[src/hw/rtl/abcm_pkg.sv]
// Shared types and constants of the credit marker.
package abcm_pkg;

  localparam int NUM_W    = 48;  // divider dividend width
  localparam int DEN_W    = 14;  // divider divisor width
  localparam int RATIO_W  = 28;  // rate ratio, Q16
  localparam int QD_W     = 42;  // queueing delay, Q16 ms
  localparam int SUBN_W   = 30;  // correction dividend after saturation check
  localparam int CREDIT_W = 19;  // credit, Q3.16

  localparam logic [CREDIT_W-1:0] Q16_ONE     = 19'd65536;
  localparam logic [CREDIT_W-1:0] CREDIT_MAX  = 19'd327680;
  localparam logic [15:0]         FACTOR_BASE = 16'd64225;
  localparam logic [51:0]         SUB_SAT     = 52'd642250000;
  // Division by 10000 is a shift by four, then a multiply by ceil(2^36 / 625)
  // and a shift by 36, exact for any dividend below 2^30.
  localparam logic [26:0]         RECIP_625   = 27'd109951163;

  typedef enum logic [7:0] {
    CFG_QDELAY_TARGET = 8'd0,
    CFG_BETA          = 8'd1
  } cfg_idx_t;

  typedef enum logic [1:0] {
    DIV_RATIO  = 2'd0,
    DIV_QDELAY = 2'd1
  } div_sel_t;

  typedef struct packed {
    logic     load;
    logic     win_start;
    logic     div_start;
    div_sel_t div_sel;
    logic     cap_ratio;
    logic     cap_excess;
    logic     cap_prod;
    logic     cap_sub;
    logic     cap_factor;
    logic     cap_prob;
    logic     credit_upd;
    logic     out_load;
  } ctrl_cmd_t;

  typedef struct packed {
    logic win_busy;
    logic div_busy;
    logic qlen_zero;
    logic out_full;
  } dp_status_t;

endpackage

[src/hw/rtl/abcm_ctrl.sv]
// Controller state machine sequencing the datapath for one request.
module abcm_ctrl (
  input  logic                  clk,
  input  logic                  rst_n,
  input  logic                  in_valid,
  output logic                  in_ready,
  input  abcm_pkg::dp_status_t  status,
  output abcm_pkg::ctrl_cmd_t   cmd
);
  import abcm_pkg::*;

  typedef enum logic [13:0] {
    S_IDLE   = 14'h0001,
    S_WSTART = 14'h0002,
    S_WWAIT  = 14'h0004,
    S_D1     = 14'h0008,
    S_W1     = 14'h0010,
    S_D2     = 14'h0020,
    S_W2     = 14'h0040,
    S_EXC    = 14'h0080,
    S_MUL    = 14'h0100,
    S_SUB    = 14'h0200,
    S_FACT   = 14'h0400,
    S_PROB   = 14'h0800,
    S_CRED   = 14'h1000,
    S_OUT    = 14'h2000
  } ctrl_state_t;

  ctrl_state_t state_r, state_nxt;

  always_comb begin
    state_nxt = state_r;
    cmd       = '0;
    cmd.div_sel = DIV_RATIO;
    in_ready  = 1'b0;
    case (state_r)
      S_IDLE: begin
        in_ready = 1'b1;
        if (in_valid) begin
          cmd.load  = 1'b1;
          state_nxt = S_WSTART;
        end
      end
      S_WSTART: begin
        cmd.win_start = 1'b1;
        state_nxt     = S_WWAIT;
      end
      S_WWAIT: if (!status.win_busy) state_nxt = status.qlen_zero ? S_OUT : S_D1;
      S_D1: begin
        cmd.div_start = 1'b1;
        cmd.div_sel   = DIV_RATIO;
        state_nxt     = S_W1;
      end
      S_W1: if (!status.div_busy) state_nxt = S_D2;
      S_D2: begin
        cmd.cap_ratio = 1'b1;
        cmd.div_start = 1'b1;
        cmd.div_sel   = DIV_QDELAY;
        state_nxt     = S_W2;
      end
      S_W2: if (!status.div_busy) state_nxt = S_EXC;
      S_EXC: begin
        cmd.cap_excess = 1'b1;
        state_nxt      = S_MUL;
      end
      S_MUL: begin
        cmd.cap_prod = 1'b1;
        state_nxt    = S_SUB;
      end
      S_SUB: begin
        cmd.cap_sub = 1'b1;
        state_nxt   = S_FACT;
      end
      S_FACT: begin
        cmd.cap_factor = 1'b1;
        state_nxt      = S_PROB;
      end
      S_PROB: begin
        cmd.cap_prob = 1'b1;
        state_nxt    = S_CRED;
      end
      S_CRED: begin
        cmd.credit_upd = 1'b1;
        state_nxt      = S_OUT;
      end
      S_OUT: begin
        if (!status.out_full) begin
          cmd.out_load = 1'b1;
          state_nxt    = S_IDLE;
        end
      end
      default: state_nxt = S_IDLE;
    endcase
  end

  always_ff @(posedge clk) begin
    if (!rst_n) begin
      state_r <= S_IDLE;
    end else begin
      state_r <= state_nxt;
    end
  end
endmodule

[config.mk]
export PLATFORM = sky130hd
export DESIGN_NAME = abcm_ctrl
export DESIGN_NICKNAME = d
export VERILOG_FILES = /design/src/hw/rtl/abcm_pkg.sv /design/src/hw/rtl/abcm_ctrl.sv
export SDC_FILE = /design/constraint.sdc
export NUM_CORES = 1
export LEC_CHECK = 0
export BUFFER_PORTS_ARGS = -buffer_cell sky130_fd_sc_hd__buf_2
export CAP_MARGIN = 40
export CORE_UTILIZATION = 53
export CTS_CLUSTER_SIZE = 14
export DETAILED_ROUTE_END_ITERATION = 16
export PLACE_DENSITY = 0.82
export SYNTH_ARGS = -nofsm -noshare
export SYNTH_HDL_FRONTEND = slang
export SYNTH_SLANG_ARGS = --single-unit
[constraint.sdc]
create_clock -name clk -period 2.4 [get_ports clk]
set_input_delay 0.48 -clock clk [delete_from_list [all_inputs] [get_ports clk]]
set_output_delay 0.48 -clock clk [all_outputs]
set_load 0.01 [all_outputs]
# Word-level counts from Yosys, hierarchy flattened
# Cells that the tools add are included.
[totals]
regBits = 14
inputBits = 7
out_inout_bits = 14
elab_cells = 42
[op_classes]
eq_ne = 19
muxes = 21
n_reduce_logical = 1
[op_table]
columns = ["operator", "n"]
rows = [
  ["$pmux W14 S14", 1],
  ["$mux W14", 6],
  ["$eq A14 B1 Y1 const B", 1],
  ["$eq A14 B10 Y1 const B", 1],
  ["$eq A14 B11 Y1 const B", 1],
  ["$eq A14 B12 Y1 const B", 1],
  ["$eq A14 B13 Y1 const B", 1],
  ["$eq A14 B14 Y1 const B", 1],
  ["$eq A14 B2 Y1 const B", 1],
  ["$eq A14 B3 Y1 const B", 1],
  ["$eq A14 B4 Y1 const B", 1],
  ["$eq A14 B5 Y1 const B", 1],
  ["$eq A14 B6 Y1 const B", 1],
  ["$eq A14 B7 Y1 const B", 1],
  ["$eq A14 B8 Y1 const B", 1],
  ["$eq A14 B9 Y1 const B", 1],
  ["$mux W1", 13],
  ["$ne A2 B2 Y1 const B", 5],
  ["$pmux W3 S2", 1],
  ["$reduce_and A5 Y1", 1],
]

# Longest topological paths before layout
# Gate-level depths: netlist of the first run.
[logic_depth]
ltp_word = 3
ltp_mapped = 6
depth_no_buf = 5

# Worst setup path after synthesis of the first run
# Ideal clock, no wire load.
[synth_path]
kind = "reg2out"
startpoint = "register state_r[8]"
endpoint = "output port cmd[7] (netlist name)"
t_arrival_ps = 1578
required_ps = 1920
slack_ps = 342
stages_incl_launch_ff = 5
path_buffers = 0
path_cell_list = "dfxtp_1 -> nor4_2 -> nand2_1 -> nor4_1 -> and3_1"
[synth_lines]
columns = ["element", "line_no", "source"]
rows = [
  ["from (decl)", "abcm_ctrl.sv:29", "ctrl_state_t state_r, state_nxt;"],
  ["from (signal assigned)", "abcm_ctrl.sv:100", "state_r <= state_nxt;"],
  ["to (decl)", "abcm_ctrl.sv:8", "output abcm_pkg::ctrl_cmd_t cmd"],
]

==> impl_metrics.json, run 1 <==
{
  "p_sw_share_pct": 32.1,
  "initial_utilization_pct": 56.9,
  "synth_top_cells_by_area": "dfxtp_1 29%, nor4b_1 7.1%, nor4_1 5.1%",
  "slowest_delay_ns": 0.48,
  "ff_latch_area_um2": 282,
  "p_comb_share_pct": 27.5,
  "via_per_inst": 6.09,
  "pwr-share-clk_pct": 28.6,
  "arrival_ns": 1.77,
  "postSynthAreaPerCell_um2": 8.32,
  "multiInputGateArea_um2": 648,
  "dp_cells": 159,
  "start_kind": "register",
  "chipWidth_um": 45.1,
  "whs_ns": 0.374,
  "track_usage_pct": 27.0,
  "yosys.area_share.simple_pct": 47.5,
  "crit_path_end_kind": "output pin",
  "setup_violations": 0,
  "grt-ovfl-total": 0,
  "drive_gt1_share_pct": 29.3,
  "synth_fa_ha_area_share_pct": 0,
  "worst_pin_slew_ns": 0.523,
  "fmax_mhz": 445,
  "hold_viol_final": 0,
  "synth_xor_area_share_pct": 4.46,
  "synth_fp_nets": 125,
  "peakVddDrop_mv": 0.480,
  "crit_chain": "nor4b_1, nand4_1, inv_1, and2_1, buf_2",
  "htreeDepth": 1,
  "cts_made_buffers": 3,
  "dieArea_um2": 2030,
  "nNetsFinal": 148,
  "crit_required_ns": 1.92,
  "layout_commonest_cell": "buf_2",
  "rsz0062_at_grt": "yes",
  "p_leak_nw": 0.519,
  "fp.dieH_um": 45.1,
  "p_sw_w": 0.000193,
  "ios": 21,
  "top_register": "state_r",
  "synth-compound-area-share_pct": 12.1,
  "largest_reg_flops": 14,
  "antenna_found_initial": 0,
  "core_area_um2": 1730,
  "firstDrtPassIters": 4,
  "drt_iter0_drc": 27,
  "yosysTopAreaCell": "dfxtp_1",
  "synth_area_um2": 982,
  "n_antenna_cell": 0,
  "grt_pass1_wl_um": 3990,
  "grt_max_degree": 11,
  "root_buffer": "clkbuf_4",
  "syn_inst": 118,
  "ys_ff_latch": 14,
  "final_area_um2": 1160,
  "area.growth.synth_to_final_pct": 18.5,
  "hold_buffers": 0,
  "clkTransAtPathRegs_ns": 0.09,
  "outcome": "completed",
  "gp_congestion": 0.862,
  "cts_buffer_depth": 2,
  "synth_edf_count": 0,
  "num_rows": 15,
  "min_period_ns": 2.25,
  "synth.top_cell.area_share_pct": 28.5,
  "reg_top3": "state_r x14",
  "slowest_stage": "nor4b_1",
  "vias": 1005,
  "ys_types": 46,
  "drc": 0,
  "yosys_warnings": 0,
  "maxCapViolCount": 0,
  "fin_cells": 165,
  "power-per-cell-area_nw_per_um2": 517,
  "synth_seq_area_share_pct": 28.5,
  "grt_pass1_vias": 910,
  "synthFlopType": "dfxtp_1",
  "p_int_w": 0.000409,
  "r2r_slack_ns": 0.25,
  "fill_cells": 158,
  "wl_per_cell_um": 15.2,
  "path_max_fanout": 9,
  "finalCritPeriodShare_pct": 93.6,
  "postRouteWirelength_um": 2500,
  "fin_util_pct": 67.4,
  "async_flop_share_pct": 0,
  "cts_tree": "built",
  "crit_type": "reg2out",
  "cts.sinks": 14,
  "clk-insertion-delay-late_ns": 0.28,
  "max-slew-margin-rel_pct": 64.6,
  "drv_slew": 0,
  "dp.final_hpwl_um": 1860,
  "synthMuxAreaShare_pct": 0,
  "finClkSkew_ns": 0.00200,
  "postRouteAntennaNets": 0,
  "placement.io_buffers": 19,
  "place_area_um2": 1100,
  "hp-class": "in2reg",
  "power_frac_seq_pct": 43.9,
  "final_cell_mix": "19 x buf_2, 13 x dfxtp_1, 9 x nor2_1",
  "synth_top_family_by_area": "simple AND/OR/NAND/NOR gates"
}
cells in the mapped netlist (2+ instances only):
library cell / number
dfxtp_1: 14
nand3_1: 3
and4b_1: 2
xor2_1: 4
nor4_1: 8
nor3b_1: 2
nor3_1: 3
buf_4: 2
nor4b_1: 8
o21ai_0: 3
nor4_2: 2
and3_1: 5
buf_2: 4
or3_1: 2
o21a_1: 2
nor2_1: 9
o31ai_1: 2
or4_1: 2
nand2_1: 7
inv_1: 5
nand4_1: 4
metal layers:
layer	global-route usage [%]	wire, um	vias to the layer above
met3	6.80	168	2
met5	0	0	-
met4	5.45	12	0
met2	47.0	1250	40
met1	33.6	1070	472
li1	-	-	491
logic make-up after synthesis:
group | count (synthesis)
other | 1
buffers and inverters | 13
XOR/XNOR | 5
flip-flops | 14
AND/OR/NAND/NOR | 68
AO/OA/AOI/OAI | 17
worst max-delay path, delay by kind of cell (launching register included):
family / cells / cell delay (ns)
flops: 1 / 0.40
simple gates: 3 / 0.85
buf+inv: 2 / 0.23
power by group through the flow:
stage                     clock (W)  sequential [W]  combinational [W]
after floorplan                   0        0.000249           0.000144
after global placement            0        0.000266           0.000160
after detailed placement          0        0.000268           0.000161
after CTS                  0.000176        0.000262           0.000162
after global routing       0.000183        0.000268           0.000184
final                      0.000172        0.000264           0.000166
what timing repair did:
action | 4_1_cts | 5_1_grt
pin swaps | 0 | 1
endpoints found under the hold margin | 0 | 0
setup buffers | 0 | 2
gates resized for setup | 1 | 2
setup endpoints to repair | 3 | 7
worst paths after layout:
kind / from / end / depth (start not counted)
setup / recovery: state_r[1] / cmd[12] / 5
hold / removal: status[1] / state_r[3] / 2
setup reg to reg: state_r[1] / state_r[5] / 5
hold reg to reg: state_r[0] / state_r[2] / 1
final cells by class:
cell class	instances	share of cell area, %
well taps	25	2.69
inverters	5	1.61
repair buffers	26	12.7
flip-flops and latches	14	24.2
clock buffers	4	3.12
multi-input cells	91	55.7
stage by stage:
step           worst slack, ns  total power (W)   TNS, ns
5_1_grt               -0.00556         0.000634  -0.00888
3_3_place_gp             0.321         0.000426         0
3_5_place_dp             0.237         0.000430         0
2_1_floorplan            0.342         0.000393         0
6_report                 0.152         0.000602         0
4_1_cts                 0.0932         0.000600         0
(Power assumes the default switching activity.)
==> run 2: changes to the inputs <==
ABC_AREA = 1   (was unset)
CORE_UTILIZATION = 54   (was 53)
==> impl_metrics.json, run 2 <==
{
  "outcome": "completed",
  "dieArea_um2": 2210,
  "postSynthAreaPerCell_um2": 6.02,
  "layout_commonest_cell": "nor2_1",
  "via_per_inst": 4.88,
  "async_flop_share_pct": 0,
  "clk-insertion-delay-late_ns": 0.28,
  "drv_slew": 0,
  "synth_area_um2": 1100,
  "peakVddDrop_mv": 0.594,
  "hold_viol_final": 0,
  "gp_congestion": 0.918,
  "postRouteWirelength_um": 2390,
  "firstDrtPassIters": 4,
  "ys_types": 21,
  "synth_common_cells": "39 x nor2_1, 33 x nand2_1, 28 x inv_1",
  "synth_top_family_by_area": "simple AND/OR/NAND/NOR gates",
  "synthMuxAreaShare_pct": 0,
  "nNetsFinal": 210,
  "reg_top3": "state_r x14",
  "place_area_um2": 1200,
  "track_usage_pct": 25.2,
  "synth_xor_area_share_pct": 0,
  "fin_util_pct": 67.1,
  "yosys_warnings": 0,
  "arrival_ns": 1.65,
  "start_kind": "register",
  "yosys.area_share.simple_pct": 55.8,
  "initial_utilization_pct": 60.2,
  "drt_iter0_drc": 44,
  "synthMostInstantiatedCell": "nor2_1",
  "cts_made_buffers": 3,
  "power_w": 0.000870,
  "crit_required_ns": 1.92,
  "grt_pass1_vias": 908,
  "synth_edf_count": 0,
  "hold_buffers": 0,
  "grt_max_degree": 13,
  "crit_path_end_kind": "output pin",
  "cts_resized": 0,
  "grt_pass1_wl_um": 3930,
  "top_register": "state_r",
  "cts_setup_buffers": 0,
  "rsz0062_at_grt": "no",
  "fmax_mhz": 469,
  "synth_top_cells_by_area": "dfxtp_1 26%, nor2_1 13%, nand2_1 11%",
  "final_area_um2": 1220,
  "placement.io_buffers": 19,
  "root_buffer": "clkbuf_4",
  "drc": 0,
  "grt-ovfl-total": 0,
  "htreeDepth": 1,
  "cts.sinks": 14,
  "synth.top_cell.area_share_pct": 25.6,
  "finClkSkew_ns": 0.00505,
  "path_max_fanout": 12,
  "setup_violations": 0,
  "core_area_um2": 1820,
  "drive_gt1_share_pct": 29.9,
  "fin_tns_setup_ns": 0,
  "cts_buffer_depth": 2,
  "ys_ff_latch": 14,
  "synth_fa_ha_area_share_pct": 0,
  "finalCritPeriodShare_pct": 88.8,
  "synth_fp_nets": 189,
  "chipWidth_um": 47.1,
  "postRouteAntennaNets": 0,
  "vias": 1102,
  "clkTransAtPathRegs_ns": 0.09,
  "cts_tree": "built",
  "syn_inst": 182,
  "p_leak_nw": 0.729,
  "antenna_found_initial": 0,
  "whs_ns": 0.468,
  "crit_type": "reg2out",
  "synth_seq_area_share_pct": 25.6,
  "yosysTopAreaCell": "dfxtp_1",
  "wl_per_cell_um": 10.6,
  "synth-compound-area-share_pct": 2.28,
  "area.growth.synth_to_final_pct": 11.5,
  "min_period_ns": 2.13,
  "power-per-cell-area_nw_per_um2": 712,
  "num_rows": 15,
  "fp.dieH_um": 47.1,
  "largest_reg_flops": 14,
  "n_antenna_cell": 0,
  "hp-class": "in2reg",
  "dp.final_hpwl_um": 1950,
  "final_cell_mix": "39 x nor2_1, 33 x nand2_1, 28 x inv_1",
  "maxCapViolCount": 0,
  "synthFlopType": "dfxtp_1",
  "ios": 21
}
==> run 2: cell type report <==
class / count / area [um2]
inverter: 40 / 153
timing repair buffer: 19 / 95.1
sequential: 14 / 280
multi-input combinational: 125 / 641
tap: 25 / 31.3
fill: 172 / 598
clock buffer: 3 / 22.5
==> run 2: where the power goes <==
| group | switching (W) | internal [W] |
|---|---|---|
| Clock | 0.0000782 | 0.0000582 |
| Combinational | 0.000316 | 0.000142 |
| Sequential | 0.0000187 | 0.000257 |
==> run 2: final timing paths <==
check         startpoint         end  slack, ns  cells after the start
min            status[1]  state_r[3]       0.47                      4
min reg2reg   state_r[6]  state_r[6]       0.62                      4
max reg2reg  state_r[13]  state_r[0]       0.77                     10
max          state_r[13]     cmd[10]       0.27                      8
==> run 2: cell families after synthesis <==
group,count (synthesis)
other,1
AO/OA/AOI/OAI,5
flip-flops,14
AND/OR/NAND/NOR,119
buffers and inverters,43
==> run 2: metrics by stage <==
step,std cells,setup WS [ns]
after floorplan,182,0.767
after global placement,223,0.631
after detailed placement,223,0.585
after CTS,226,0.274
after global routing,226,0.142
final,226,0.268
==> run 2: critical path, cell delays in order (launching register included) <==
cell,delay [ns]
dfxtp_1,0.36
nor2_4,0.22
inv_2,0.07
nor2_4,0.27
nand2_2,0.12
nor2_4,0.11
nor2_1,0.06
inv_1,0.05
buf_2,0.11
==> run 2: per-layer routing <==
metal  global-route usage [%]  wire length (um)
met5                        0                 0
met4                     8.57                55
met3                     3.08               169
met2                     39.7              1080
met1                     35.6              1090
==> run 3: changes to the inputs <==
ABC_AREA = unset   (was 1)
CORE_ASPECT_RATIO = 0.7   (was unset)
CORE_UTILIZATION = 53   (was 54)
==> impl_metrics.json, run 3 (synthesized netlist as in run 1, its figures left out) <==
{
  "multiInputGateArea_um2": 664,
  "cts_setup_buffers": 0,
  "fmax_mhz": 433,
  "p_leak_nw": 0.517,
  "hold_viol_final": 0,
  "peakVddDrop_mv": 0.431,
  "p_int_w": 0.000410,
  "grt_pass1_wl_um": 4110,
  "drv_slew": 0,
  "wl_per_cell_um": 17.2,
  "pwr-share-clk_pct": 29.7,
  "path_max_fanout": 7,
  "placement.io_buffers": 19,
  "postRouteAntennaNets": 0,
  "core_area_um2": 1670,
  "fill_cells": 137,
  "maxCapViolCount": 0,
  "dieArea_um2": 2030,
  "track_usage_pct": 29.8,
  "dp.final_hpwl_um": 1960,
  "via_per_inst": 6.54,
  "gp_congestion": 0.990,
  "p_comb_share_pct": 27.8,
  "final_area_um2": 1160,
  "clkTransAtPathRegs_ns": 0.10,
  "max-slew-margin-rel_pct": 67.1,
  "cts_buffer_depth": 2,
  "cts.sinks": 14,
  "arrival_ns": 1.83,
  "top_register": "state_r",
  "start_kind": "register",
  "area.growth.synth_to_final_pct": 18.0,
  "outcome": "completed",
  "p_sw_share_pct": 34.3,
  "grt-ovfl-total": 0,
  "worst_pin_slew_ns": 0.487,
  "postRouteWirelength_um": 2730,
  "layout_commonest_cell": "buf_2",
  "chipWidth_um": 53.5,
  "cts_tree": "built",
  "n_antenna_cell": 0,
  "firstDrtPassIters": 4,
  "final_cell_mix": "19 x buf_2, 14 x dfxtp_1, 9 x nor2_1",
  "initial_utilization_pct": 58.9,
  "clk-insertion-delay-late_ns": 0.31,
  "min_period_ns": 2.31,
  "setup_violations": 0,
  "hold_buffers": 0,
  "power_frac_seq_pct": 42.5,
  "fin_util_pct": 69.5,
  "nNetsFinal": 146,
  "largest_reg_flops": 14,
  "whs_ns": 0.344,
  "place_area_um2": 1090,
  "finClkSkew_ns": 0.0111,
  "finalCritPeriodShare_pct": 96.1,
  "crit_path_end_kind": "output pin",
  "ff_latch_area_um2": 280,
  "antenna_found_initial": 0,
  "root_buffer": "clkbuf_4",
  "drc": 0,
  "ios": 21,
  "drt_iter0_drc": 64,
  "p_sw_w": 0.000214,
  "vias": 1040,
  "reg_top3": "state_r x14",
  "fp.dieH_um": 38.0,
  "drive_gt1_share_pct": 29.7,
  "power-per-cell-area_nw_per_um2": 539,
  "htreeDepth": 1,
  "crit_type": "reg2out",
  "cts_made_buffers": 3,
  "crit_required_ns": 1.92,
  "grt_pass1_vias": 842,
  "grt_max_degree": 11,
  "hp-class": "in2reg",
  "num_rows": 12
}
-- run 3: final cells by class --
class	instances	area share, %
Multi-Input combinational cell	91	57.3
Sequential cell	14	24.2
Inverter	5	1.62
Clock buffer	4	3.13
Tap cell	21	2.27
Timing Repair Buffer	24	11.4
-- run 3: layer usage --
layer	global-route usage, %	wire length [um]	vias to the layer above
li1	-	-	486
met1	41.5	1180	481
met2	45.0	1210	67
met3	7.94	314	6
met4	7.89	23	0
met5	0	0	-
-- run 3: stage by stage --
step	cells	setup TNS, ns	setup slack [ns]	power (W)
floorplan	118	0	0.342	0.000393
global placement	155	0	0.284	0.000427
detailed placement	155	0	0.279	0.000432
CTS	159	0	0.0220	0.000618
global route	159	-0.0162	-0.00971	0.000649
finish	159	0	0.0925	0.000624
-- run 3: path summary, 6_finish.rpt --
path	depth (start not counted)	end	slack [ns]	start
max	4	cmd[2]	0.09	state_r[7]
min	2	state_r[3]	0.34	status[1]
max reg2reg	5	state_r[5]	0.22	state_r[1]
min reg2reg	2	state_r[4]	0.58	state_r[4]
-- run 3: power by group through the flow --
stage / registers (W) / logic, W / clock network [W]
after floorplan: 0.000249 / 0.000144 / 0
after global placement: 0.000268 / 0.000159 / 0
after detailed placement: 0.000269 / 0.000163 / 0
after CTS: 0.000263 / 0.000164 / 0.000191
after global routing: 0.000267 / 0.000188 / 0.000195
final: 0.000266 / 0.000173 / 0.000186
-- run 3: repair_timing --
action	in CTS	in global routing
setup endpoints to repair	0	5
gates resized for setup	0	5
hold endpoints to repair	0	0
-- run 3: worst max-delay path: stages, from the launching register on --
cell,delay [ns]
dfxtp_1,0.43
nor4_4,0.42
and3_1,0.29
and4b_1,0.24
buf_2,0.14
